--- config.mk ---
export PLATFORM = sky130hd
export DESIGN_NAME = ipmi_serial_basic_mode_rx_deframer
export DESIGN_NICKNAME = d
export VERILOG_FILES = /design/src/hdl/ipmi_rxd_pkg.sv /design/src/hdl/ipmi_rxd_front.sv /design/src/hdl/ipmi_rxd_fifo.sv /design/src/hdl/ipmi_rxd_back.sv /design/src/hdl/ipmi_serial_basic_mode_rx_deframer.sv
export VERILOG_INCLUDE_DIRS = /design/src /design/src/hdl
export SDC_FILE = /design/constraint.sdc
export NUM_CORES = 1
export LEC_CHECK = 0
export ABC_AREA = 1
export ABC_CLOCK_PERIOD_IN_PS = 2950
export BUFFER_PORTS_ARGS = -buffer_cell sky130_fd_sc_hd__buf_2
export CAP_MARGIN = 20
export CORE_UTILIZATION = 54
export CTS_CLUSTER_DIAMETER = 40
export CTS_CLUSTER_SIZE = 30
export DETAILED_ROUTE_END_ITERATION = 10
export GPL_ROUTABILITY_DRIVEN = 0
export PLACE_DENSITY = 0.76
export SKIP_CTS_REPAIR_TIMING = 1
export SLEW_MARGIN = 20
export SYNTH_ARGS = -nofsm -noshare
export SYNTH_HDL_FRONTEND = slang
export SYNTH_SLANG_ARGS = --single-unit
--- constraint.sdc ---
create_clock -name clk_i -period 2.95 [get_ports clk_i]
set_input_delay 0.295 -clock clk_i [delete_from_list [all_inputs] [get_ports clk_i]]
set_output_delay 0.295 -clock clk_i [all_outputs]
set_load 0.005 [all_outputs]
--- src/hdl/ipmi_serial_basic_mode_rx_deframer_assert.svh ---
// Assertion macros shared by the receive deframer modules.
`ifndef IPMI_SERIAL_BASIC_MODE_RX_DEFRAMER_ASSERT_SVH
`define IPMI_SERIAL_BASIC_MODE_RX_DEFRAMER_ASSERT_SVH

`ifndef SYNTHESIS

// Checked on every rising edge while out of reset
`define RXD_ASSERT(lbl, prop, msg) \
  lbl: assert property (@(posedge clk_i) disable iff (!rst_ni) prop) else $error(msg);

// Checked on every rising edge, reset included
`define RXD_ASSERT_ALWAYS(lbl, prop, msg) \
  lbl: assert property (@(posedge clk_i) prop) else $error(msg);

`else

`define RXD_ASSERT(lbl, prop, msg)

`define RXD_ASSERT_ALWAYS(lbl, prop, msg)

`endif

`endif

--- src/hdl/ipmi_rxd_pkg.sv ---
// Types and constants of the serial basic-mode receive deframer.
`timescale 1ns / 1ps

package ipmi_rxd_pkg;

  // Framing characters
  localparam logic [7:0] ChStart  = 8'hA0;
  localparam logic [7:0] ChStop   = 8'hA5;
  localparam logic [7:0] ChHand   = 8'hA6;
  localparam logic [7:0] ChEsc    = 8'hAA;
  localparam logic [7:0] ChAttn   = 8'h1B;

  // Escaped forms
  localparam logic [7:0] EscStart = 8'hB0;
  localparam logic [7:0] EscStop  = 8'hB5;
  localparam logic [7:0] EscHand  = 8'hB6;
  localparam logic [7:0] EscEsc   = 8'hBA;
  localparam logic [7:0] EscAttn  = 8'h3B;

  // Frame limits
  localparam int unsigned CountW   = 9;
  localparam logic [CountW-1:0] MaxFrame = 9'd277;
  localparam logic [CountW-1:0] MinFrame = 9'd8;
  localparam logic [CountW-1:0] HdrTrail = 9'd5;
  localparam logic [7:0]        LunMask  = 8'hFC;

  // Result kinds
  localparam int unsigned KindW = 3;
  localparam logic [KindW-1:0] KindData  = 3'd0;
  localparam logic [KindW-1:0] KindOk    = 3'd1;
  localparam logic [KindW-1:0] KindCsum  = 3'd2;
  localparam logic [KindW-1:0] KindProto = 3'd3;
  localparam logic [KindW-1:0] KindAttn  = 3'd4;
  localparam logic [KindW-1:0] KindHand  = 3'd5;

  // Configuration register indexes
  localparam int unsigned CfgIdxW = 2;
  localparam logic [CfgIdxW-1:0] CfgAttnEnable    = 2'd0;
  localparam logic [CfgIdxW-1:0] CfgEscAttnEnable = 2'd1;
  localparam logic [CfgIdxW-1:0] CfgEscAttnChar   = 2'd2;
  localparam logic [7:0]         EscAttnCharRst   = 8'd71;

  // Byte class decided by the front end
  typedef enum logic [2:0] {
    ClsStart,
    ClsStop,
    ClsHand,
    ClsEsc,
    ClsAttn,
    ClsData
  } cls_e;

  // Classified word passed from front to back
  typedef struct packed {
    cls_e       cls;
    logic [7:0] raw;       // byte as received
    logic [7:0] dec;       // byte after escape decoding
    logic       dec_ok;    // raw is a legal escaped form
    logic       esc_attn;  // raw matches the enabled attention char
  } word_t;

  // One result word
  typedef struct packed {
    logic [KindW-1:0]  kind;
    logic [7:0]        out_byte;
    logic [5:0]        seq_number;
    logic [CountW-1:0] msg_length;
  } res_t;

endpackage

--- src/hdl/ipmi_rxd_front.sv ---
// Front end: configuration registers and byte classification.
`timescale 1ns / 1ps

module ipmi_rxd_front import ipmi_rxd_pkg::*; (
  input  logic               clk_i,
  input  logic               rst_ni,
  input  logic               cfg_valid_i,
  input  logic [CfgIdxW-1:0] cfg_index_i,
  input  logic [7:0]         cfg_data_i,
  input  logic [7:0]         rx_byte_i,
  output word_t              word_o,
  output logic               keep_o      // word produces work in the back end
);

  logic       attn_en_q;
  logic       esc_attn_en_q;
  logic [7:0] esc_attn_char_q;

  // Config registers
  always_ff @(posedge clk_i or negedge rst_ni) begin
    if (!rst_ni) begin
      attn_en_q       <= 1'b0;
      esc_attn_en_q   <= 1'b0;
      esc_attn_char_q <= EscAttnCharRst;
    end else if (cfg_valid_i) begin
      unique case (cfg_index_i)
        CfgAttnEnable:    attn_en_q       <= cfg_data_i[0];
        CfgEscAttnEnable: esc_attn_en_q   <= cfg_data_i[0];
        CfgEscAttnChar:   esc_attn_char_q <= cfg_data_i;
        default: ;
      endcase
    end
  end

  // Classify and pre-decode the escaped form
  always_comb begin
    word_o.raw      = rx_byte_i;
    word_o.esc_attn = esc_attn_en_q && (rx_byte_i == esc_attn_char_q);
    word_o.dec_ok   = 1'b1;
    word_o.dec      = rx_byte_i;
    unique case (rx_byte_i)
      EscStart: word_o.dec = ChStart;
      EscStop:  word_o.dec = ChStop;
      EscHand:  word_o.dec = ChHand;
      EscEsc:   word_o.dec = ChEsc;
      EscAttn:  word_o.dec = ChAttn;
      default:  word_o.dec_ok = 1'b0;
    endcase

    keep_o = 1'b1;
    unique case (rx_byte_i)
      ChStart: word_o.cls = ClsStart;
      ChStop:  word_o.cls = ClsStop;
      ChHand:  word_o.cls = ClsHand;
      ChEsc:   word_o.cls = ClsEsc;
      ChAttn: begin
        // raw attention with reporting off leaves all state alone
        word_o.cls = ClsAttn;
        keep_o     = attn_en_q;
      end
      default: word_o.cls = ClsData;
    endcase
  end

endmodule

--- src/hdl/ipmi_rxd_fifo.sv ---
// Small flop-based queue between front and back end.
`timescale 1ns / 1ps
`include "ipmi_serial_basic_mode_rx_deframer_assert.svh"

module ipmi_rxd_fifo #(
  parameter int unsigned Width = 8,
  parameter int unsigned Depth = 2
) (
  input  logic             clk_i,
  input  logic             rst_ni,
  input  logic             push_i,
  input  logic [Width-1:0] wdata_i,
  output logic             full_o,
  input  logic             pop_i,
  output logic             valid_o,
  output logic [Width-1:0] rdata_o
);

  localparam int unsigned PtrW = (Depth > 1) ? $clog2(Depth) : 1;
  localparam int unsigned CntW = $clog2(Depth + 1);
  localparam logic [PtrW-1:0] LastPtr = PtrW'(Depth - 1);
  localparam logic [CntW-1:0] DepthC  = CntW'(Depth);

  logic [Width-1:0] mem_q [Depth];
  logic [PtrW-1:0]  wr_ptr_q, wr_ptr_d;
  logic [PtrW-1:0]  rd_ptr_q, rd_ptr_d;
  logic [CntW-1:0]  cnt_q, cnt_d;
  logic             do_push, do_pop;

  assign full_o  = (cnt_q == DepthC);
  assign valid_o = (cnt_q != '0);
  assign rdata_o = mem_q[rd_ptr_q];
  assign do_push = push_i && !full_o;
  assign do_pop  = pop_i && valid_o;

  // Pointer and fill count update
  always_comb begin
    wr_ptr_d = wr_ptr_q;
    rd_ptr_d = rd_ptr_q;
    cnt_d    = cnt_q;
    if (do_push) begin
      wr_ptr_d = (wr_ptr_q == LastPtr) ? '0 : wr_ptr_q + 1'b1;
    end
    if (do_pop) begin
      rd_ptr_d = (rd_ptr_q == LastPtr) ? '0 : rd_ptr_q + 1'b1;
    end
    if (do_push && !do_pop) begin
      cnt_d = cnt_q + 1'b1;
    end else if (do_pop && !do_push) begin
      cnt_d = cnt_q - 1'b1;
    end
  end

  always_ff @(posedge clk_i or negedge rst_ni) begin
    if (!rst_ni) begin
      wr_ptr_q <= '0;
      rd_ptr_q <= '0;
      cnt_q    <= '0;
    end else begin
      wr_ptr_q <= wr_ptr_d;
      rd_ptr_q <= rd_ptr_d;
      cnt_q    <= cnt_d;
    end
  end

  // Storage, no reset needed
  always_ff @(posedge clk_i) begin
    if (do_push) begin
      mem_q[wr_ptr_q] <= wdata_i;
    end
  end

  `RXD_ASSERT_ALWAYS(a_cnt_bound, (cnt_q <= DepthC), "fifo count above depth")
  `RXD_ASSERT(a_cnt_push, (do_push && !do_pop) |=> (cnt_q == $past(cnt_q) + 1'b1),
              "fifo count did not follow a push")

endmodule

--- src/hdl/ipmi_rxd_back.sv ---
// Back end: frame state, checksum, byte count and the result register.
`timescale 1ns / 1ps
`include "ipmi_serial_basic_mode_rx_deframer_assert.svh"

module ipmi_rxd_back import ipmi_rxd_pkg::*; (
  input  logic  clk_i,
  input  logic  rst_ni,
  input  logic  valid_i,
  input  word_t word_i,
  output logic  pop_o,
  output logic  res_valid_o,
  input  logic  res_ready_i,
  output res_t  res_o
);

  logic              in_frame_q, in_frame_d;
  logic              esc_q, esc_d;
  logic              ovf_q, ovf_d;
  logic [CountW-1:0] cnt_q, cnt_d;
  logic [7:0]        sum_q, sum_d;
  logic [7:0]        netfn_q, netfn_d;
  logic [7:0]        held_q, held_d;
  logic [5:0]        seq_q, seq_d;
  logic              out_valid_q;
  res_t              out_q;
  logic              hit;
  res_t              res;
  logic [7:0]        ch;
  logic              store;

  // Take a word whenever the result register is free or draining
  assign pop_o = valid_i && (!out_valid_q || res_ready_i);

  // Execute one word
  always_comb begin
    in_frame_d = in_frame_q;
    esc_d      = esc_q;
    ovf_d      = ovf_q;
    cnt_d      = cnt_q;
    sum_d      = sum_q;
    netfn_d    = netfn_q;
    held_d     = held_q;
    seq_d      = seq_q;
    hit        = 1'b0;
    res        = '0;
    ch         = word_i.raw;
    store      = 1'b0;

    unique case (word_i.cls)
      ClsStart: begin
        hit        = in_frame_q;
        res.kind   = KindProto;
        in_frame_d = 1'b1;
        cnt_d      = '0;
        sum_d      = '0;
        ovf_d      = 1'b0;
        esc_d      = 1'b0;
      end
      ClsStop: begin
        hit        = 1'b1;
        esc_d      = 1'b0;
        in_frame_d = 1'b0;
        if (!in_frame_q || esc_q || ovf_q || (cnt_q < MinFrame)) begin
          res.kind = KindProto;
        end else if (sum_q != '0) begin
          res.kind = KindCsum;
        end else begin
          res.kind       = KindOk;
          res.seq_number = seq_q;
          res.msg_length = cnt_q - HdrTrail;
        end
      end
      ClsHand: begin
        hit      = 1'b1;
        res.kind = KindHand;
        esc_d    = 1'b0;
      end
      ClsEsc: begin
        esc_d = 1'b1;
      end
      ClsAttn: begin
        hit      = 1'b1;
        res.kind = KindAttn;
      end
      ClsData: begin
        if (in_frame_q) begin
          store = 1'b1;
          if (esc_q) begin
            esc_d = 1'b0;
            if (word_i.esc_attn) begin
              hit      = 1'b1;
              res.kind = KindAttn;
              store    = 1'b0;
            end else if (!word_i.dec_ok) begin
              hit      = 1'b1;
              res.kind = KindProto;
              ovf_d    = 1'b1;
              store    = 1'b0;
            end else begin
              ch = word_i.dec;
            end
          end
        end
      end
      default: ;
    endcase

    // Message byte path
    if (store && !ovf_q) begin
      if (cnt_q >= MaxFrame) begin
        ovf_d = 1'b1;
      end else begin
        cnt_d = cnt_q + 1'b1;
        sum_d = sum_q + ch;
        if (cnt_q == 9'd1) begin
          netfn_d = ch;
        end else if (cnt_q == 9'd4) begin
          seq_d        = ch[7:2];
          hit          = 1'b1;
          res.kind     = KindData;
          res.out_byte = (netfn_q & LunMask) | {6'd0, ch[1:0]};
        end else if (cnt_q == 9'd5) begin
          held_d = ch;
        end else if (cnt_q >= 9'd6) begin
          held_d       = ch;
          hit          = 1'b1;
          res.kind     = KindData;
          res.out_byte = held_q;
        end
      end
    end
  end

  always_ff @(posedge clk_i or negedge rst_ni) begin
    if (!rst_ni) begin
      in_frame_q  <= 1'b0;
      esc_q       <= 1'b0;
      ovf_q       <= 1'b0;
      cnt_q       <= '0;
      sum_q       <= '0;
      out_valid_q <= 1'b0;
    end else begin
      if (pop_o) begin
        in_frame_q  <= in_frame_d;
        esc_q       <= esc_d;
        ovf_q       <= ovf_d;
        cnt_q       <= cnt_d;
        sum_q       <= sum_d;
        out_valid_q <= hit;
      end else if (res_ready_i) begin
        out_valid_q <= 1'b0;
      end
    end
  end

  // Payload registers
  always_ff @(posedge clk_i) begin
    if (pop_o) begin
      netfn_q <= netfn_d;
      held_q  <= held_d;
      seq_q   <= seq_d;
      if (hit) begin
        out_q <= res;
      end
    end
  end

  assign res_valid_o = out_valid_q;
  assign res_o       = out_q;

  `RXD_ASSERT(a_start_opens, (pop_o && word_i.cls == ClsStart) |=> in_frame_q,
              "start word did not open a frame")
  `RXD_ASSERT(a_ok_len, (out_valid_q && out_q.kind == KindOk) |->
              ((out_q.msg_length >= 9'd3) && (out_q.msg_length <= MaxFrame - HdrTrail)),
              "frame ok with impossible length")

endmodule

--- src/hdl/ipmi_serial_basic_mode_rx_deframer.sv ---
// Top level of the serial basic-mode receive deframer.
//
//  channel   dir  handshake                       payload
//  s_axis    in   s_axis_tvalid / s_axis_tready   tdata[7:0] rx_byte
//  m_axis    out  m_axis_tvalid / m_axis_tready   tdata out_byte, seq_number,
//                                                 msg_length; tuser kind
//  cfg       in   cfg_valid_i / cfg_ready_o       cfg_index_i, cfg_data_i
//
// One word per cycle sustained while the queue has room; a result on m_axis
// goes through the queue and then the result register, which loads when the
// back end takes the word from the queue.
// The queue holds QueueDepth words, so input keeps flowing while a result
// waits; when the queue fills, s_axis_tready drops until m_axis drains.
// Reset is asynchronous and clears frame state and config; no clear pass.
// Config writes are always taken (cfg_ready_o is tied high).
`timescale 1ns / 1ps
`include "ipmi_serial_basic_mode_rx_deframer_assert.svh"

module ipmi_serial_basic_mode_rx_deframer import ipmi_rxd_pkg::*; #(
  parameter int unsigned QueueDepth = 2
) (
  input  logic               clk_i,
  input  logic               rst_ni,
  // input bytes
  input  logic               s_axis_tvalid,
  output logic               s_axis_tready,
  input  logic [7:0]         s_axis_tdata,   // [7:0] rx_byte
  // results
  output logic               m_axis_tvalid,
  input  logic               m_axis_tready,
  output logic [23:0]        m_axis_tdata,   // [7:0] out_byte, [13:8] seq_number,
                                             // [22:14] msg_length, [23] zero
  output logic [2:0]         m_axis_tuser,   // [2:0] kind
  // config writes
  input  logic               cfg_valid_i,
  output logic               cfg_ready_o,
  input  logic [CfgIdxW-1:0] cfg_index_i,
  input  logic [7:0]         cfg_data_i
);

  localparam int unsigned WordW = $bits(word_t);

  word_t            fr_word;
  logic             fr_keep;
  logic             q_full, q_valid, q_pop;
  logic [WordW-1:0] q_rdata;
  word_t            bk_word;
  res_t             res;

  assign cfg_ready_o   = 1'b1;
  assign s_axis_tready = !q_full;

  ipmi_rxd_front u_front (
    .clk_i       (clk_i),
    .rst_ni      (rst_ni),
    .cfg_valid_i (cfg_valid_i),
    .cfg_index_i (cfg_index_i),
    .cfg_data_i  (cfg_data_i),
    .rx_byte_i   (s_axis_tdata),
    .word_o      (fr_word),
    .keep_o      (fr_keep)
  );

  ipmi_rxd_fifo #(
    .Width (WordW),
    .Depth (QueueDepth)
  ) u_fifo (
    .clk_i   (clk_i),
    .rst_ni  (rst_ni),
    .push_i  (s_axis_tvalid && fr_keep),
    .wdata_i (fr_word),
    .full_o  (q_full),
    .pop_i   (q_pop),
    .valid_o (q_valid),
    .rdata_o (q_rdata)
  );

  assign bk_word = word_t'(q_rdata);

  ipmi_rxd_back u_back (
    .clk_i       (clk_i),
    .rst_ni      (rst_ni),
    .valid_i     (q_valid),
    .word_i      (bk_word),
    .pop_o       (q_pop),
    .res_valid_o (m_axis_tvalid),
    .res_ready_i (m_axis_tready),
    .res_o       (res)
  );

  // Output packing
  assign m_axis_tdata = {1'b0, res.msg_length, res.seq_number, res.out_byte};
  assign m_axis_tuser = res.kind;

endmodule
# Yosys cells after proc, flatten, opt, wreduce, memory -nomap -nowiden
# Memories as Yosys holds them, arrays and structs flattened.
# Cells that the tools add are included.
# word_totals
ff_bits	83
ramBits	42
inputBits	23
output_inout_bits	30
word_cells	164
memories	1
# classes
addsub	7
n_lt_le_gt_ge	3
eq_ne	23
mux	64
bitwise	6
n_reduce_logical	41
# memory_table
name	depth	width	rd	rd_clocked_by_memory_dff	wr	line	text
u_fifo.mem_q	2	21	1	0	1	ipmi_rxd_fifo.sv:24	logic [Width-1:0] mem_q [Depth];
# op_table
cell	n
$mux W8	10
$mux W11	6
$eq A8 B8 Y1 const B	8
$pmux W8 S5	1
$mux W1	30
$pmux W3 S5	2
$mux W9	3
$eq A9 B3 Y1 const B	2
$mux W3	4
$reduce_or A3 Y1	4
$reduce_and A2 Y1	5
$reduce_bool A2 Y1	5
$add A9 B1 Y9 const B	1
$eq A9 B1 Y1 const B	1
$ge A9 B3 Y1 const B	1
$ge A9 B9 Y1 const B	1
$lt A9 B4 Y1 const B	1
$sub A9 B3 Y9 const B	1
$add A8 B8 Y8	1
$eq A8 B5 Y1 const B	1
$eq A8 B6 Y1 const B	1
$eq A8 B8 Y1	1
$logic_and A1 B1 Y1	8
$mux W2	4
24 further kinds	42

# Logic depth before layout (Yosys ltp)
# Gate-level depths: netlist of run 1.
# An unclocked memory read counts as a cell.
# logic_depth
ltp_word	13
mapped_depth	20
depth_no_buf	19

# Cells and area by module
# From an unflattened synthesis of run 1, not the netlist that was laid out.
# hier_totals
hier_cells	662
hier_area_um2	6195.9
# by_module_without_submodules
mod	instances	cells_each	area_per_inst_um2	seq_area_each_um2
ipmi_rxd_back	1	401	3618.5	1906.8
ipmi_rxd_fifo	1	141	1752.9	1361.3
ipmi_rxd_front	1	113	790.8	255.2
ipmi_serial_basic_mode_rx_deframer	1	7	33.8	0.0

# Least setup slack after synthesis of run 1
# Ideal clock, no wire load.
# synth_timing
path_kind	flip-flop to flip-flop
startpoint	register u_fifo.rd_ptr_q
endpoint	register u_back.sum_q[6]
setup_time_ns	0.122
t_arrival_ns	2.659
required_ns	2.828
slack_ns	0.169
stages_incl_launch_ff	16
n_path_buf	2
period_less_slack_ns	2.781
path_cell_list	dfrtp_1 > buf_6 > o21ai_4 > nor2_8 > nand3_1 > clkbuf_1 > nor2_1 > o22ai_1 > ha_1 > a21oi_1 > o21ai_0 > and2_1 > o21ai_0 > nand3_1 > nand2_1 > o21ai_1
# synth_between
elab_chain_cells	9
word_cells_on_any_way	18
classes_between	add/sub (1); eq/ne (1); mux (13); reduce/logical (2); memory (1)
# synth_rtl
item	line	text
start: declaration	ipmi_rxd_fifo.sv:26	logic [PtrW-1:0] rd_ptr_q, rd_ptr_d;
start signal: assignment	ipmi_rxd_fifo.sv:61	rd_ptr_q <= rd_ptr_d;
$mem_v2 Z2 W21 (*)	n/a	
$mux W8	ipmi_rxd_back.sv:94	end else if (!word_i.dec_ok) begin
$mux W8	ipmi_rxd_back.sv:90	if (word_i.esc_attn) begin
$mux W8	ipmi_rxd_back.sv:88	if (esc_q) begin
$mux W8	ipmi_rxd_back.sv:86	if (in_frame_q) begin
$mux W8 (*)	ipmi_rxd_back.sv:49	unique case (word_i.cls)
via u_back.ch[3]	ipmi_rxd_back.sv:28	logic [7:0] ch;
$add A8 B8 Y8 (*)	ipmi_rxd_back.sv:114	sum_d = sum_q + ch;
$mux W8 (*)	ipmi_rxd_back.sv:110	if (cnt_q >= MaxFrame) begin
$mux W8 (*)	ipmi_rxd_back.sv:109	if (store && !ovf_q) begin
end signal: assignment	ipmi_rxd_back.sv:148	sum_q <= sum_d;
end: declaration	ipmi_rxd_back.sv:20	logic [7:0] sum_q, sum_d;
# Mark *: on every way through the listed nets, which the timed path passes. The rest lies on a longest branch.
# A chain may end at the register's enable or synchronous reset.

# Final worst setup path of run 1
# Ends and elaborated chain as after synthesis.

==> results of run 1 <==
==> kinds of logic after synthesis <==
| logic type | Yosys count |
|---|---|
| buffers and inverters | 97 |
| AOI/OAI and AO/OA | 87 |
| adders and majority gates | 12 |
| muxes | 7 |
| DFF | 123 |
| xor gates and xnor gates | 17 |
| other | 2 |
| and+or+nand+nor | 237 |
==> final timing paths <==
check | cells past startpoint | slack (ps) | end
min in group asynchronous | 2 | 410 | u_fifo.wr_ptr_q$_DFFE_PN0P_
hold / removal | 2 | 9 | u_front.esc_attn_char_q[3]$_DFFE_PN0P_
max in group asynchronous | 2 | 2010 | u_back.sum_q[5]$_DFFE_PN0P_
setup / recovery | 16 | 110 | u_back.sum_q[6]$_DFFE_PN0P_
setup reg to reg | 16 | 110 | u_back.sum_q[6]$_DFFE_PN0P_
hold reg to reg | 1 | 480 | u_fifo.cnt_q[0]$_DFFE_PN0P_
==> critical path, stage by stage (launching register included) <==
cell,delay [ps]
sky130_fd_sc_hd__dfrtp_1,410
sky130_fd_sc_hd__buf_12,180
sky130_fd_sc_hd__nand2_1,110
sky130_fd_sc_hd__o21ai_4,100
sky130_fd_sc_hd__nor2_8,120
sky130_fd_sc_hd__nand3_2,140
sky130_fd_sc_hd__buf_4,220
sky130_fd_sc_hd__nor2_1,120
sky130_fd_sc_hd__o22ai_2,140
sky130_fd_sc_hd__ha_1,380
sky130_fd_sc_hd__a21oi_1,190
sky130_fd_sc_hd__o21ai_2,80
sky130_fd_sc_hd__and2_1,140
sky130_fd_sc_hd__o21ai_1,170
sky130_fd_sc_hd__nand3_1,100
sky130_fd_sc_hd__nand2_1,80
sky130_fd_sc_hd__o21ai_1,50
==> cells in the final DEF, fill, tap and decap left out, types with 5 or more instances in the layout <==
cell and instances:
sky130_fd_sc_hd__clkbuf_16 16, sky130_fd_sc_hd__nand4_1 18, sky130_fd_sc_hd__xnor2_1 7, sky130_fd_sc_hd__o21ai_1 12
sky130_fd_sc_hd__buf_4 17, sky130_fd_sc_hd__mux2_2 5, sky130_fd_sc_hd__nor3_1 6, sky130_fd_sc_hd__o21ai_0 22
sky130_fd_sc_hd__o21ai_2 10, sky130_fd_sc_hd__buf_2 50, sky130_fd_sc_hd__inv_1 74, sky130_fd_sc_hd__nand2_2 9
sky130_fd_sc_hd__edfxtp_1 88, sky130_fd_sc_hd__dfrtp_1 31, sky130_fd_sc_hd__nand2_1 96, sky130_fd_sc_hd__nor4_1 5
sky130_fd_sc_hd__nand3_1 24, sky130_fd_sc_hd__ha_1 9, sky130_fd_sc_hd__nor2_1 61, sky130_fd_sc_hd__nand2_4 7
sky130_fd_sc_hd__a21oi_1 18, sky130_fd_sc_hd__xor2_1 10
==> through the flow <==
stage	power (uW)	utilization, %	std cells	hold slack [ps]
after global placement	5140	59.47	769	436.1
final	7349	65.64	805	9.243
after global routing	7811	65.64	805	8.368
after detailed placement	5262	59.47	769	445.2
after CTS	7272	64.71	801	-98.88
after floorplan	4486	-	582	-0.5911
==> power groups by stage <==
stage / Clock, uW / Combinational, uW / Sequential (uW)
5_1_grt: 2070 / 2980 / 2760
3_5_place_dp: 0 / 2540 / 2720
6_report: 1980 / 2660 / 2710
4_1_cts: 2000 / 2570 / 2700
2_1_floorplan: 0 / 1810 / 2680
3_3_place_gp: 0 / 2440 / 2700
==> routing by layer <==
| metal | share of wire, % | vias up | GRT usage (%) |
|---|---|---|---|
| met1 | 40 | 2035 | 25.41 |
| li1 | - | 2110 | - |
| met4 | 2.5 | 0 | 11.45 |
| met3 | 4.3 | 27 | 5.106 |
| met2 | 53 | 145 | 40.46 |
| met5 | 0 | - | 0 |
==> area by class of cell <==
type	instances	area (um^2)	area share (%)
Clock buffer	24	470.5	6.641
Clock inverter	8	95.09	1.342
Inverter	77	289.0	4.080
Multi-Input combinational cell	362	2106	29.72
Sequential cell	123	3523	49.74
Tap cell	140	175.2	2.473
Timing Repair Buffer	70	417.9	5.899
Timing Repair inverter	1	7.507	0.1060
==> sequential cells by signal (all words and copies together), names as in the netlist, 2 cells and up <==
name,count
u_back.sum_q,8
u_fifo.cnt_q,2
u_back.netfn_q,6
u_back.seq_q,6
u_back.cnt_q,9
u_back.res_o,26
u_front.esc_attn_char_q,8
u_fifo.mem_q,42
u_back.held_q,8
==> cell usage after synthesis (4+ instances only) <==
cell,instances
sky130_fd_sc_hd__inv_1,74
sky130_fd_sc_hd__buf_4,6
sky130_fd_sc_hd__o21ai_1,9
sky130_fd_sc_hd__nand3_1,26
sky130_fd_sc_hd__dfrtp_1,31
sky130_fd_sc_hd__o21ai_0,26
sky130_fd_sc_hd__nand2_1,96
sky130_fd_sc_hd__mux2_2,5
sky130_fd_sc_hd__o22ai_1,6
sky130_fd_sc_hd__nor4_1,5
sky130_fd_sc_hd__xor2_1,10
sky130_fd_sc_hd__nor3_1,6
sky130_fd_sc_hd__nand4_1,18
sky130_fd_sc_hd__nand2_4,7
sky130_fd_sc_hd__xnor2_1,7
sky130_fd_sc_hd__o21ai_2,9
sky130_fd_sc_hd__clkbuf_1,9
sky130_fd_sc_hd__edfxtp_1,88
sky130_fd_sc_hd__nor2_1,61
sky130_fd_sc_hd__dfstp_2,4
sky130_fd_sc_hd__ha_1,11
sky130_fd_sc_hd__nand2_2,9
sky130_fd_sc_hd__a21oi_1,20
==> metrics.log, run 1 <==
INFO  metric synthAdderAreaFrac = about 2.6%
INFO  metric vdd_ir_max = just over 0.0005 V
INFO  metric globalRoute.totalOverflow = 0
INFO  metric antenna_left = 0
INFO  metric tns = 0 ps
INFO  metric grt_start_max_net_pins = 36
INFO  metric cts-htree-levels = 4
INFO  metric seq_power_share = 36.9%
INFO  metric layout_setup_ws = roughly 110 ps
INFO  metric total_wirelength = roughly 12 mm
INFO  metric intPower = 4728 uW
INFO  metric syn_nets = between 600 and 700
INFO  metric rr_startpoint = u_fifo.rd_ptr_q$_DFFE_PN0P_
INFO  metric insertion_delay = 520 ps
INFO  metric synth_simple_gate_area_share = between 10% and 20%
INFO  metric timing.hold.worst.class = in2reg
INFO  metric post_drt_via_cell_ratio = approximately 5.4
INFO  metric synth.ff_latch_count = 123
INFO  metric synthesis.area_per_instance = 10.26 um^2
INFO  metric stdcell_area = between 7000 and 8000 um^2
INFO  metric die-width = 107.1 um
INFO  metric timing.max_slew.rel_slack = approximately 44%
INFO  metric synth_largest_area_cell = sky130_fd_sc_hd__edfxtp_1
INFO  metric clk_pin_slew_worst_paths = roughly 60 ps
INFO  metric layout_min_cycle_time = 2839 ps
INFO  metric final_layout_size_suffix_gt1_share = 23.01%
INFO  metric synth-seq-area-share = 59.02%
INFO  metric number_of_global_route_vias_before_repair = between 4000 and 5000
INFO  metric largest_family_of_logic_cells_by_synthesized_area = simple AND/OR/NAND/NOR gates
INFO  metric slew_viol_final = 0
INFO  metric dpl_cell_area = roughly 6400 um^2
INFO  metric p_clk_share = between 20% and 30%
INFO  metric post-synth-top-area-fraction = around 44%
INFO  metric dr.first_iter.drc_count = ~230
INFO  metric ys_async_sr_fraction = roughly 28%
INFO  metric layout-area-overhead-vs-synth = 18.68%
INFO  metric synthDistinctLibCells = between 40 and 50
INFO  metric power_per_cell_area = between 1000 and 1500 nW/um^2
INFO  metric grt_setup_unrepaired = true
INFO  metric power_switching = 2621 uW
INFO  metric static-leakage-power = 0.003077 uW
INFO  metric avgRoutedWirePerCell = about 15 um
INFO  metric synth_compound_area_share = roughly 8.9%
INFO  metric worstPathArrival = 3240 ps
INFO  metric clock.fmax = around 350 MHz
INFO  metric worst_pin_slew = 835.4 ps
INFO  metric floorplan.io_pins = 53
INFO  metric antenna_cells = 0
INFO  metric dpl.hpwl = about 8.2 mm
INFO  metric worstSetupStartpointType = register
INFO  metric max_cap_check_violation_count = 0
INFO  metric netSwitchingFraction = a little over a third
INFO  metric core = about 11000 um^2
INFO  metric clock_tree_from_tritoncts = built
INFO  metric finalSetupViolCount = 0
INFO  metric total_cts_buffers = 17
INFO  metric status = complete, no violations
INFO  metric syn-instance-count = a little under 600
INFO  metric setup.worst_path.class = reg2reg
INFO  metric required_time_of_the_worst_setup_path = 3360 ps
INFO  metric critical_path_peak_fanout = 19
INFO  metric period_share = between 90% and 100%
INFO  metric synth_edf_count = 88
INFO  metric post_synth_instance_area = just under 6000 um^2
INFO  metric cts_root_buffer = sky130_fd_sc_hd__clkbuf_8
INFO  metric clock_tree.buffer_depth = 2
INFO  metric worst_hold_startpoint = cfg_data_i[3]
INFO  metric grt_antenna_before_repair = 0
INFO  metric chipHeight = approximately 110 um
INFO  metric track_usage = between 20% and 30%
INFO  metric drc = 0
INFO  metric routed_vias = 4317
INFO  metric die_area = 11480 um^2
INFO  metric fillCellCount = around 800
INFO  metric startpoint = u_fifo.rd_ptr_q$_DFFE_PN0P_
INFO  metric floorplan.initialDensity = between 50% and 60%
INFO  metric synth-xor-area-share = under 10%
INFO  metric post_synth_main_area_contributors = sky130_fd_sc_hd__edfxtp_1, sky130_fd_sc_hd__dfrtp_1, sky130_fd_sc_hd__nand2_1
INFO  metric numClockSinks = around 120
INFO  metric std_cell_rows = 38
INFO  metric buffer_ports.inserted = 50
INFO  metric synth_warnings = 0
INFO  metric critPathCaptureType = register
INFO  metric final-hold-violation-count = 0
INFO  metric design.final.nets = around 690
INFO  metric final.setup_skew = around 12 ps
INFO  metric place_ws = -29.76 ps
INFO  metric global_route_wire_length_before_repair = between 15 and 20 mm
INFO  metric detail_route.first_pass.iterations = 4
INFO  metric comb_power_share = ~36%
INFO  metric synth_mux_area_share = 1.279%
INFO  metric synth_ff_type = sky130_fd_sc_hd__edfxtp_1
No activity file was read; power rests on OpenSTA's default activity.
==> run 2, diff against run 1 <==
- GPL_TIMING_DRIVEN: default -> 0
==> run 2 against run 1 <==
Via count increased by 3.8%. Flip-flop and latch count unchanged. Global-route usage increased by 0.19 points. Register-to-register slack about the same. Clock power increased by 4%. Sequential power decreased by 1%. Critical path type unchanged. Largest power group is now combinational logic. Highest routed layer unchanged.
==> metrics.log, run 2 (synthesis gave the netlist of run 1 again) <==
INFO  metric clk_pin_slew_worst_paths = 60 ps (about the same)
INFO  metric floorplan.initialDensity = 55.31% (unchanged)
INFO  metric clock_tree.buffer_depth = 2 (unchanged)
INFO  metric hold_path_end = u_front.esc_attn_char_q[2]$_DFFE_PN1P_
INFO  metric final_layout_size_suffix_gt1_share = 23.94% (+0.93 points)
INFO  metric insertion_delay = 520 ps (about the same)
INFO  metric core = 10790 um^2 (unchanged)
INFO  metric avgRoutedWirePerCell = 15.25 um (+1.7%)
INFO  metric die_area = 11480 um^2 (unchanged)
INFO  metric grt_setup_unrepaired = true
INFO  metric place_ws = -410.1 ps (-380.3 ps)
INFO  metric worstSetupStartpointType = register
INFO  metric globalRoute.totalOverflow = 0 (unchanged)
INFO  metric detail_route.first_pass.iterations = 5 (+1)
INFO  metric antenna_cells = 0 (unchanged)
INFO  metric floorplan.io_pins = 53 (unchanged)
INFO  metric total_wirelength = 12.52 mm (+3.7%)
INFO  metric track_usage = 22.89% (+0.19 points)
INFO  metric final-hold-violation-count = 0 (unchanged)
INFO  metric timing.critical_path.max_delay_family = compound AO/OA/AOI/OAI gates
INFO  metric global_route_wire_length_before_repair = 19.74 mm (-0.18%)
INFO  metric design.final.nets = 703 (+2.3%)
INFO  metric static-leakage-power = 0.003120 uW (+1.4%)
INFO  metric status = complete, no violations
INFO  metric layout_min_cycle_time = 2851 ps (+12.51 ps)
INFO  metric fin_hold_ws = 17.58 ps (+8.334 ps)
INFO  metric worst-path-buf-inv = 3 (+1)
INFO  metric cts-htree-levels = 4 (unchanged)
INFO  metric buffer_ports.inserted = 50 (unchanged)
INFO  metric r2r.worst_path.cells = 15 (-1)
INFO  metric worst_hold_startpoint = cfg_data_i[2]
INFO  metric critPathCaptureType = register
INFO  metric max_cap_check_violation_count = 0 (unchanged)
INFO  metric grt_start_max_net_pins = 36 (unchanged)
INFO  metric min_path_cells = 2 (unchanged)
INFO  metric clock.fmax = 350.7 MHz (-0.44%)
INFO  metric layout_common_cells = sky130_fd_sc_hd__nand2_1, sky130_fd_sc_hd__edfxtp_1, sky130_fd_sc_hd__inv_1, sky130_fd_sc_hd__nor2_1, sky130_fd_sc_hd__buf_2
INFO  metric required_time_of_the_worst_setup_path = 3350 ps (about the same)
INFO  metric die-width = 107.1 um (unchanged)
INFO  metric critical_path_peak_fanout = 10 (-9)
INFO  metric grt_antenna_before_repair = 0 (unchanged)
INFO  metric cp_cell_sequence = buf_6, o21ai_4, nor2_8, nand3_4, inv_4, buf_6, o21ai_0, o22ai_2, ha_1, a21oi_1, nand3_2, a21oi_2, nand3_1, nand3_1, nand2_1
INFO  metric chipHeight = 107.1 um (unchanged)
INFO  metric cts_root_buffer = sky130_fd_sc_hd__clkbuf_8
INFO  metric post_drt_via_cell_ratio = 5.457 (+1.8%)
INFO  metric timing.hold.worst.class = in2reg
INFO  metric dr.first_iter.drc_count = 243 (+4.7%)
INFO  metric setup.worst_path.class = reg2reg
INFO  metric layout_setup_ws = 98.61 ps (-12.51 ps)
INFO  metric top_register = u_fifo.mem_q
INFO  metric dpl.hpwl = 8.180 mm (-0.67%)
INFO  metric max_incr_delay_on_cp = 420 ps (about the same)
INFO  metric rr_startpoint = u_fifo.rd_ptr_q$_DFFE_PN0P_
INFO  metric layout-area-overhead-vs-synth = 21.00%
INFO  metric worst_pin_slew = 848.2 ps (+12.78 ps)
INFO  metric drc = 0 (unchanged)
INFO  metric numClockSinks = 123 (unchanged)
INFO  metric period_share = 96.66% (+0.42 points)
INFO  metric std_cell_rows = 38 (unchanged)
INFO  metric antenna_left = 0 (unchanged)
INFO  metric routed_vias = 4480 (+3.8%)
INFO  metric finalSetupViolCount = 0 (unchanged)
INFO  metric cpMaxStageDelayCell = sky130_fd_sc_hd__dfrtp_1
INFO  metric timing.max_slew.rel_slack = 43.45% (-0.85 points)
INFO  metric slew_viol_final = 0 (unchanged)
INFO  metric number_of_global_route_vias_before_repair = 4310 (+1.4%)
INFO  metric vdd_ir_max = 0.0005891 V (+14%)
INFO  metric power_per_cell_area = 1040 nW/um^2 (+0.26%)
INFO  metric total_cts_buffers = 17 (unchanged)
INFO  metric final.setup_skew = 11.09 ps (-1.081 ps)
INFO  metric setup_slack_of_the_worst_register_to_register_path = 100 ps (about the same)
INFO  metric clock_tree_from_tritoncts = built
INFO  metric commonest_non_fill_non_tap_cell_in_the_layout = sky130_fd_sc_hd__nand2_1
INFO  metric flip_flop_count_of_the_largest_register_after_layout = 42 (unchanged)
INFO  metric endpoint_of_the_lowest_slack_register_to_register_path = u_back.sum_q[7]$_DFFE_PN0P_
INFO  metric worstPathArrival = 3250 ps (about the same)
[run 2: cell count changes in the layout (fill, tap and decap cells not counted), moves of 2 or more]
cell                            previous run  this run
sky130_fd_sc_hd__o21ai_1                  12         9
sky130_fd_sc_hd__clkbuf_1                  4        12
sky130_fd_sc_hd__buf_6                     0         5
sky130_fd_sc_hd__o21ai_0                  22        24
sky130_fd_sc_hd__nor2_2                    1         3
sky130_fd_sc_hd__buf_2                    50        55
sky130_fd_sc_hd__dlygate4sd3_1             2         6
sky130_fd_sc_hd__buf_4                    17        12
sky130_fd_sc_hd__nor2_1                   61        59
[run 2: power breakdown]
| part | internal [uW] | switching (uW) | total (uW) |
|---|---|---|---|
| sequential | 2460 | 206 | 2670 |
| combinational | 1020 | 1780 | 2790 |
| clock | 1330 | 724 | 2050 |
| total | 4810 | 2710 | 7510 |
[run 2: metal layers]
metal	vias to the layer above	GRT usage (%)	share of wire, %
met1	2153	25.24	39
met5	-	0	0
li1	2146	-	-
met2	160	42.03	54
met4	0	8.513	1.9
met3	21	6.018	5.0
[run 2: worst max-delay path by stage]
| stage | start | end | cells after the start |
|---|---|---|---|
| finish | u_fifo.rd_ptr_q$_DFFE_PN0P_ | u_back.sum_q[7]$_DFFE_PN0P_ | 15 |
| global route | u_fifo.rd_ptr_q$_DFFE_PN0P_ | u_back.sum_q[7]$_DFFE_PN0P_ | 17 |
| floorplan | u_fifo.rd_ptr_q$_DFFE_PN0P_ | u_back.sum_q[6]$_DFFE_PN0P_ | 15 |
| detailed placement | u_fifo.rd_ptr_q$_DFFE_PN0P_ | u_back.sum_q[6]$_DFFE_PN0P_ | 15 |
| CTS | u_fifo.rd_ptr_q$_DFFE_PN0P_ | u_back.sum_q[6]$_DFFE_PN0P_ | 15 |
| global placement | u_fifo.rd_ptr_q$_DFFE_PN0P_ | u_back.sum_q[6]$_DFFE_PN0P_ | 15 |
[run 2: layout make-up]
type	count	area (um^2)
inverters	77	295.3
repair inverters	1	7.507
plain buffers	20	122.6
multi-input cells	362	2131
clock inverters	8	117.6
fillers	813	3570
well taps	140	175.2
repair buffers	66	390.4
flip-flops and latches	123	3523
clock buffers	24	460.4
[run 2: stage by stage]
step | utilization (%) | setup TNS (ps) | cells | instance area, um^2 | power (uW)
floorplan | - | 0 | 582 | 5969 | 4486
global placement | 59.25 | -456.7 | 772 | 6395 | 5049
detailed placement | 59.51 | -885.2 | 774 | 6422 | 5189
CTS | 64.86 | -1580 | 806 | 7000 | 7275
global route | 66.93 | -148.6 | 821 | 7223 | 7953
finish | 66.93 | 0 | 821 | 7223 | 7512
==> run 3, diff against run 2 <==
==> constraint.sdc (replaced) <==
create_clock -name clk_i -period 2.95 [get_ports clk_i]
set_input_delay 0.59 -clock clk_i [delete_from_list [all_inputs] [get_ports clk_i]]
set_output_delay 0.59 -clock clk_i [all_outputs]
set_load 0.005 [all_outputs]
==> run 3 against run 2 <==
Non-clock buffer count decreased by 6. Flip-flop and latch count unchanged. Design area decreased by 0.83%. Critical endpoint unchanged. Largest power group unchanged. Highest routed layer unchanged.
==> metrics.log, run 3 (synthesis gave the netlist of run 1 again) <==
INFO  metric final.setup_skew = 11.18 ps (+0.09260 ps)
INFO  metric grt_antenna_before_repair = 0 (unchanged)
INFO  metric clock_tree_from_tritoncts = built
INFO  metric crit_end = u_back.sum_q[7]$_DFFE_PN0P_
INFO  metric layout-area-overhead-vs-synth = 20.00%
INFO  metric avgRoutedWirePerCell = 15.25 um (about the same)
INFO  metric max_cap_check_violation_count = 0 (unchanged)
INFO  metric status = complete, no violations
INFO  metric antenna_cells = 0 (unchanged)
INFO  metric place_ws = -410.1 ps (unchanged)
INFO  metric clock.fmax = 349.1 MHz (-0.47%)
INFO  metric std_cell_rows = 38 (unchanged)
INFO  metric die_area = 11480 um^2 (unchanged)
INFO  metric timing.max_slew.rel_slack = 43.78% (+0.32 points)
INFO  metric dr.first_iter.drc_count = 213 (-12%)
INFO  metric dpl_cell_area = 6422 um^2 (unchanged)
INFO  metric finalSetupViolCount = 0 (unchanged)
INFO  metric critical_path_peak_fanout = 10 (unchanged)
INFO  metric worst_pin_slew = 843.4 ps (-4.850 ps)
INFO  metric fin_hold_ws = 179.8 ps (+162.3 ps)
INFO  metric layout_setup_ws = 85.13 ps (-13.49 ps)
INFO  metric detail_route.first_pass.iterations = 5 (unchanged)
INFO  metric clock_tree.buffer_depth = 2 (unchanged)
INFO  metric stdcell_area = 7163 um^2 (-0.83%)
INFO  metric total_wirelength = 12.43 mm (-0.72%)
INFO  metric buffer_ports.inserted = 50 (unchanged)
INFO  metric routed_vias = 4436 (-0.98%)
INFO  metric global_route_wire_length_before_repair = 19.74 mm (unchanged)
INFO  metric floorplan.initialDensity = 55.31% (unchanged)
INFO  metric timing.hold.worst.class = in2async
INFO  metric number_of_global_route_vias_before_repair = 4310 (unchanged)
INFO  metric track_usage = 22.89% (unchanged)
INFO  metric fillCellCount = 826 (+1.6%)
INFO  metric drc = 0 (unchanged)
INFO  metric period_share = 97.11% (+0.46 points)
INFO  metric commonest_non_fill_non_tap_cell_in_the_layout = sky130_fd_sc_hd__nand2_1
INFO  metric grt_start_max_net_pins = 36 (unchanged)
INFO  metric power_per_cell_area = 1047 nW/um^2 (+0.68%)
INFO  metric layout_min_cycle_time = 2865 ps (+13.49 ps)
INFO  metric floorplan.io_pins = 53 (unchanged)
INFO  metric vdd_ir_max = 0.0005790 V (-1.7%)
INFO  metric static-leakage-power = 0.003095 uW (-0.80%)
INFO  metric final_layout_size_suffix_gt1_share = 24.15% (+0.21 points)
INFO  metric die-width = 107.1 um (unchanged)
INFO  metric post_drt_via_cell_ratio = 5.443 (-0.25%)
INFO  metric design.final.nets = 697 (-0.85%)
INFO  metric globalRoute.totalOverflow = 0 (unchanged)
INFO  metric chipHeight = 107.1 um (unchanged)
INFO  metric top_register = u_fifo.mem_q
INFO  metric critPathCaptureType = register
INFO  metric antenna_left = 0 (unchanged)
INFO  metric total_cts_buffers = 17 (unchanged)
INFO  metric dpl.hpwl = 8.180 mm (unchanged)
INFO  metric numClockSinks = 123 (unchanged)
INFO  metric rr_startpoint = u_fifo.rd_ptr_q$_DFFE_PN0P_
INFO  metric setup_slack_of_the_worst_register_to_register_path = 90 ps (about the same)
INFO  metric slew_viol_final = 0 (unchanged)
INFO  metric final-hold-violation-count = 0 (unchanged)
INFO  metric insertion_delay = 520 ps (about the same)
INFO  metric setup.worst_path.class = reg2reg
INFO  metric layout_common_cells = sky130_fd_sc_hd__nand2_1, sky130_fd_sc_hd__edfxtp_1, sky130_fd_sc_hd__inv_1, sky130_fd_sc_hd__nor2_1, sky130_fd_sc_hd__buf_2
INFO  metric worstPathArrival = 3260 ps (about the same)
INFO  metric core = 10790 um^2 (unchanged)
INFO  metric cts_root_buffer = sky130_fd_sc_hd__clkbuf_8
INFO  metric clk_pin_slew_worst_paths = 60 ps (about the same)
INFO  metric startpoint = u_fifo.rd_ptr_q$_DFFE_PN0P_
INFO  metric flip_flop_count_of_the_largest_register_after_layout = 42 (unchanged)
INFO  metric grt_setup_unrepaired = true
INFO  metric required_time_of_the_worst_setup_path = 3350 ps (about the same)
INFO  metric cts-htree-levels = 4 (unchanged)
INFO  metric worstSetupStartpointType = register
INFO  metric r2r.worst_path.cells = 15 (unchanged)
INFO  metric endpoint_of_the_lowest_slack_register_to_register_path = u_back.sum_q[7]$_DFFE_PN0P_
==> run 3: how the worst min path moves through the flow <==
stage,from,endpoint,slack (ps),cells past startpoint
6_report,rst_ni,u_front.esc_attn_en_q$_DFFE_PN0P_,180,1
5_1_grt,rst_ni,u_front.esc_attn_char_q[4]$_DFFE_PN0P_,230,1
4_1_cts,rst_ni,u_front.esc_attn_en_q$_DFFE_PN0P_,190,1
3_5_place_dp,u_fifo.cnt_q[0]$_DFFE_PN0P_,u_fifo.cnt_q[0]$_DFFE_PN0P_,460,1
3_3_place_gp,u_fifo.cnt_q[0]$_DFFE_PN0P_,u_fifo.cnt_q[0]$_DFFE_PN0P_,460,1
2_1_floorplan,rst_ni,u_back.cnt_q[0]$_DFFE_PN0P_,290,0
==> run 3: layer usage <==
metal / GRT usage [%] / wire [um] / share of wire, %
met1: 25.24 / 4856 / 39
met2: 42.03 / 6723 / 54
met3: 6.018 / 647 / 5.2
met4: 8.513 / 204 / 1.6
met5: 0 / 0 / 0
==> run 3: critical path, stage by stage (launching register included) <==
cell and delay, ps:
sky130_fd_sc_hd__dfrtp_1 430, sky130_fd_sc_hd__buf_6 170, sky130_fd_sc_hd__o21ai_4 260, sky130_fd_sc_hd__nor2_8 70, sky130_fd_sc_hd__nand3_4 90, sky130_fd_sc_hd__inv_4 50, sky130_fd_sc_hd__buf_6 130, sky130_fd_sc_hd__o21ai_0 250
sky130_fd_sc_hd__o22ai_2 150, sky130_fd_sc_hd__ha_1 370, sky130_fd_sc_hd__a21oi_1 200, sky130_fd_sc_hd__nand3_2 130, sky130_fd_sc_hd__a21oi_2 200, sky130_fd_sc_hd__nand3_1 100, sky130_fd_sc_hd__nand3_1 90, sky130_fd_sc_hd__nand2_1 50
==> run 3: cell type report <==
class / count / area, um^2 / area share [%]
plain buffers: 20 / 122.6 / 1.712
clock buffers: 24 / 460.4 / 6.428
multi-input cells: 362 / 2131 / 29.75
inverters: 77 / 295.3 / 4.122
flip-flops and latches: 123 / 3523 / 49.19
well taps: 140 / 175.2 / 2.445
clock inverters: 8 / 117.6 / 1.642
repair buffers: 60 / 330.3 / 4.611
repair inverters: 1 / 7.507 / 0.1048
==> run 3: per-stage QoR <==
stage                     cells  power (uW)  utilization, %  TNS [ps]
after global placement      772        5049           59.25     -5616
after detailed placement    774        5189           59.51    -885.2
after floorplan             582        4486               -         0
final                       815        7501           66.37         0
after global routing        815        7946           66.37    -148.6
after CTS                   806        7275           64.86     -1580
==> run 3: where the power goes <==
part / internal (uW) / total (uW) / switching [uW]
Clock: 1330 / 2050 / 722
Combinational: 1010 / 2780 / 1770
Sequential: 2460 / 2670 / 207
Total: 4800 / 7500 / 2700
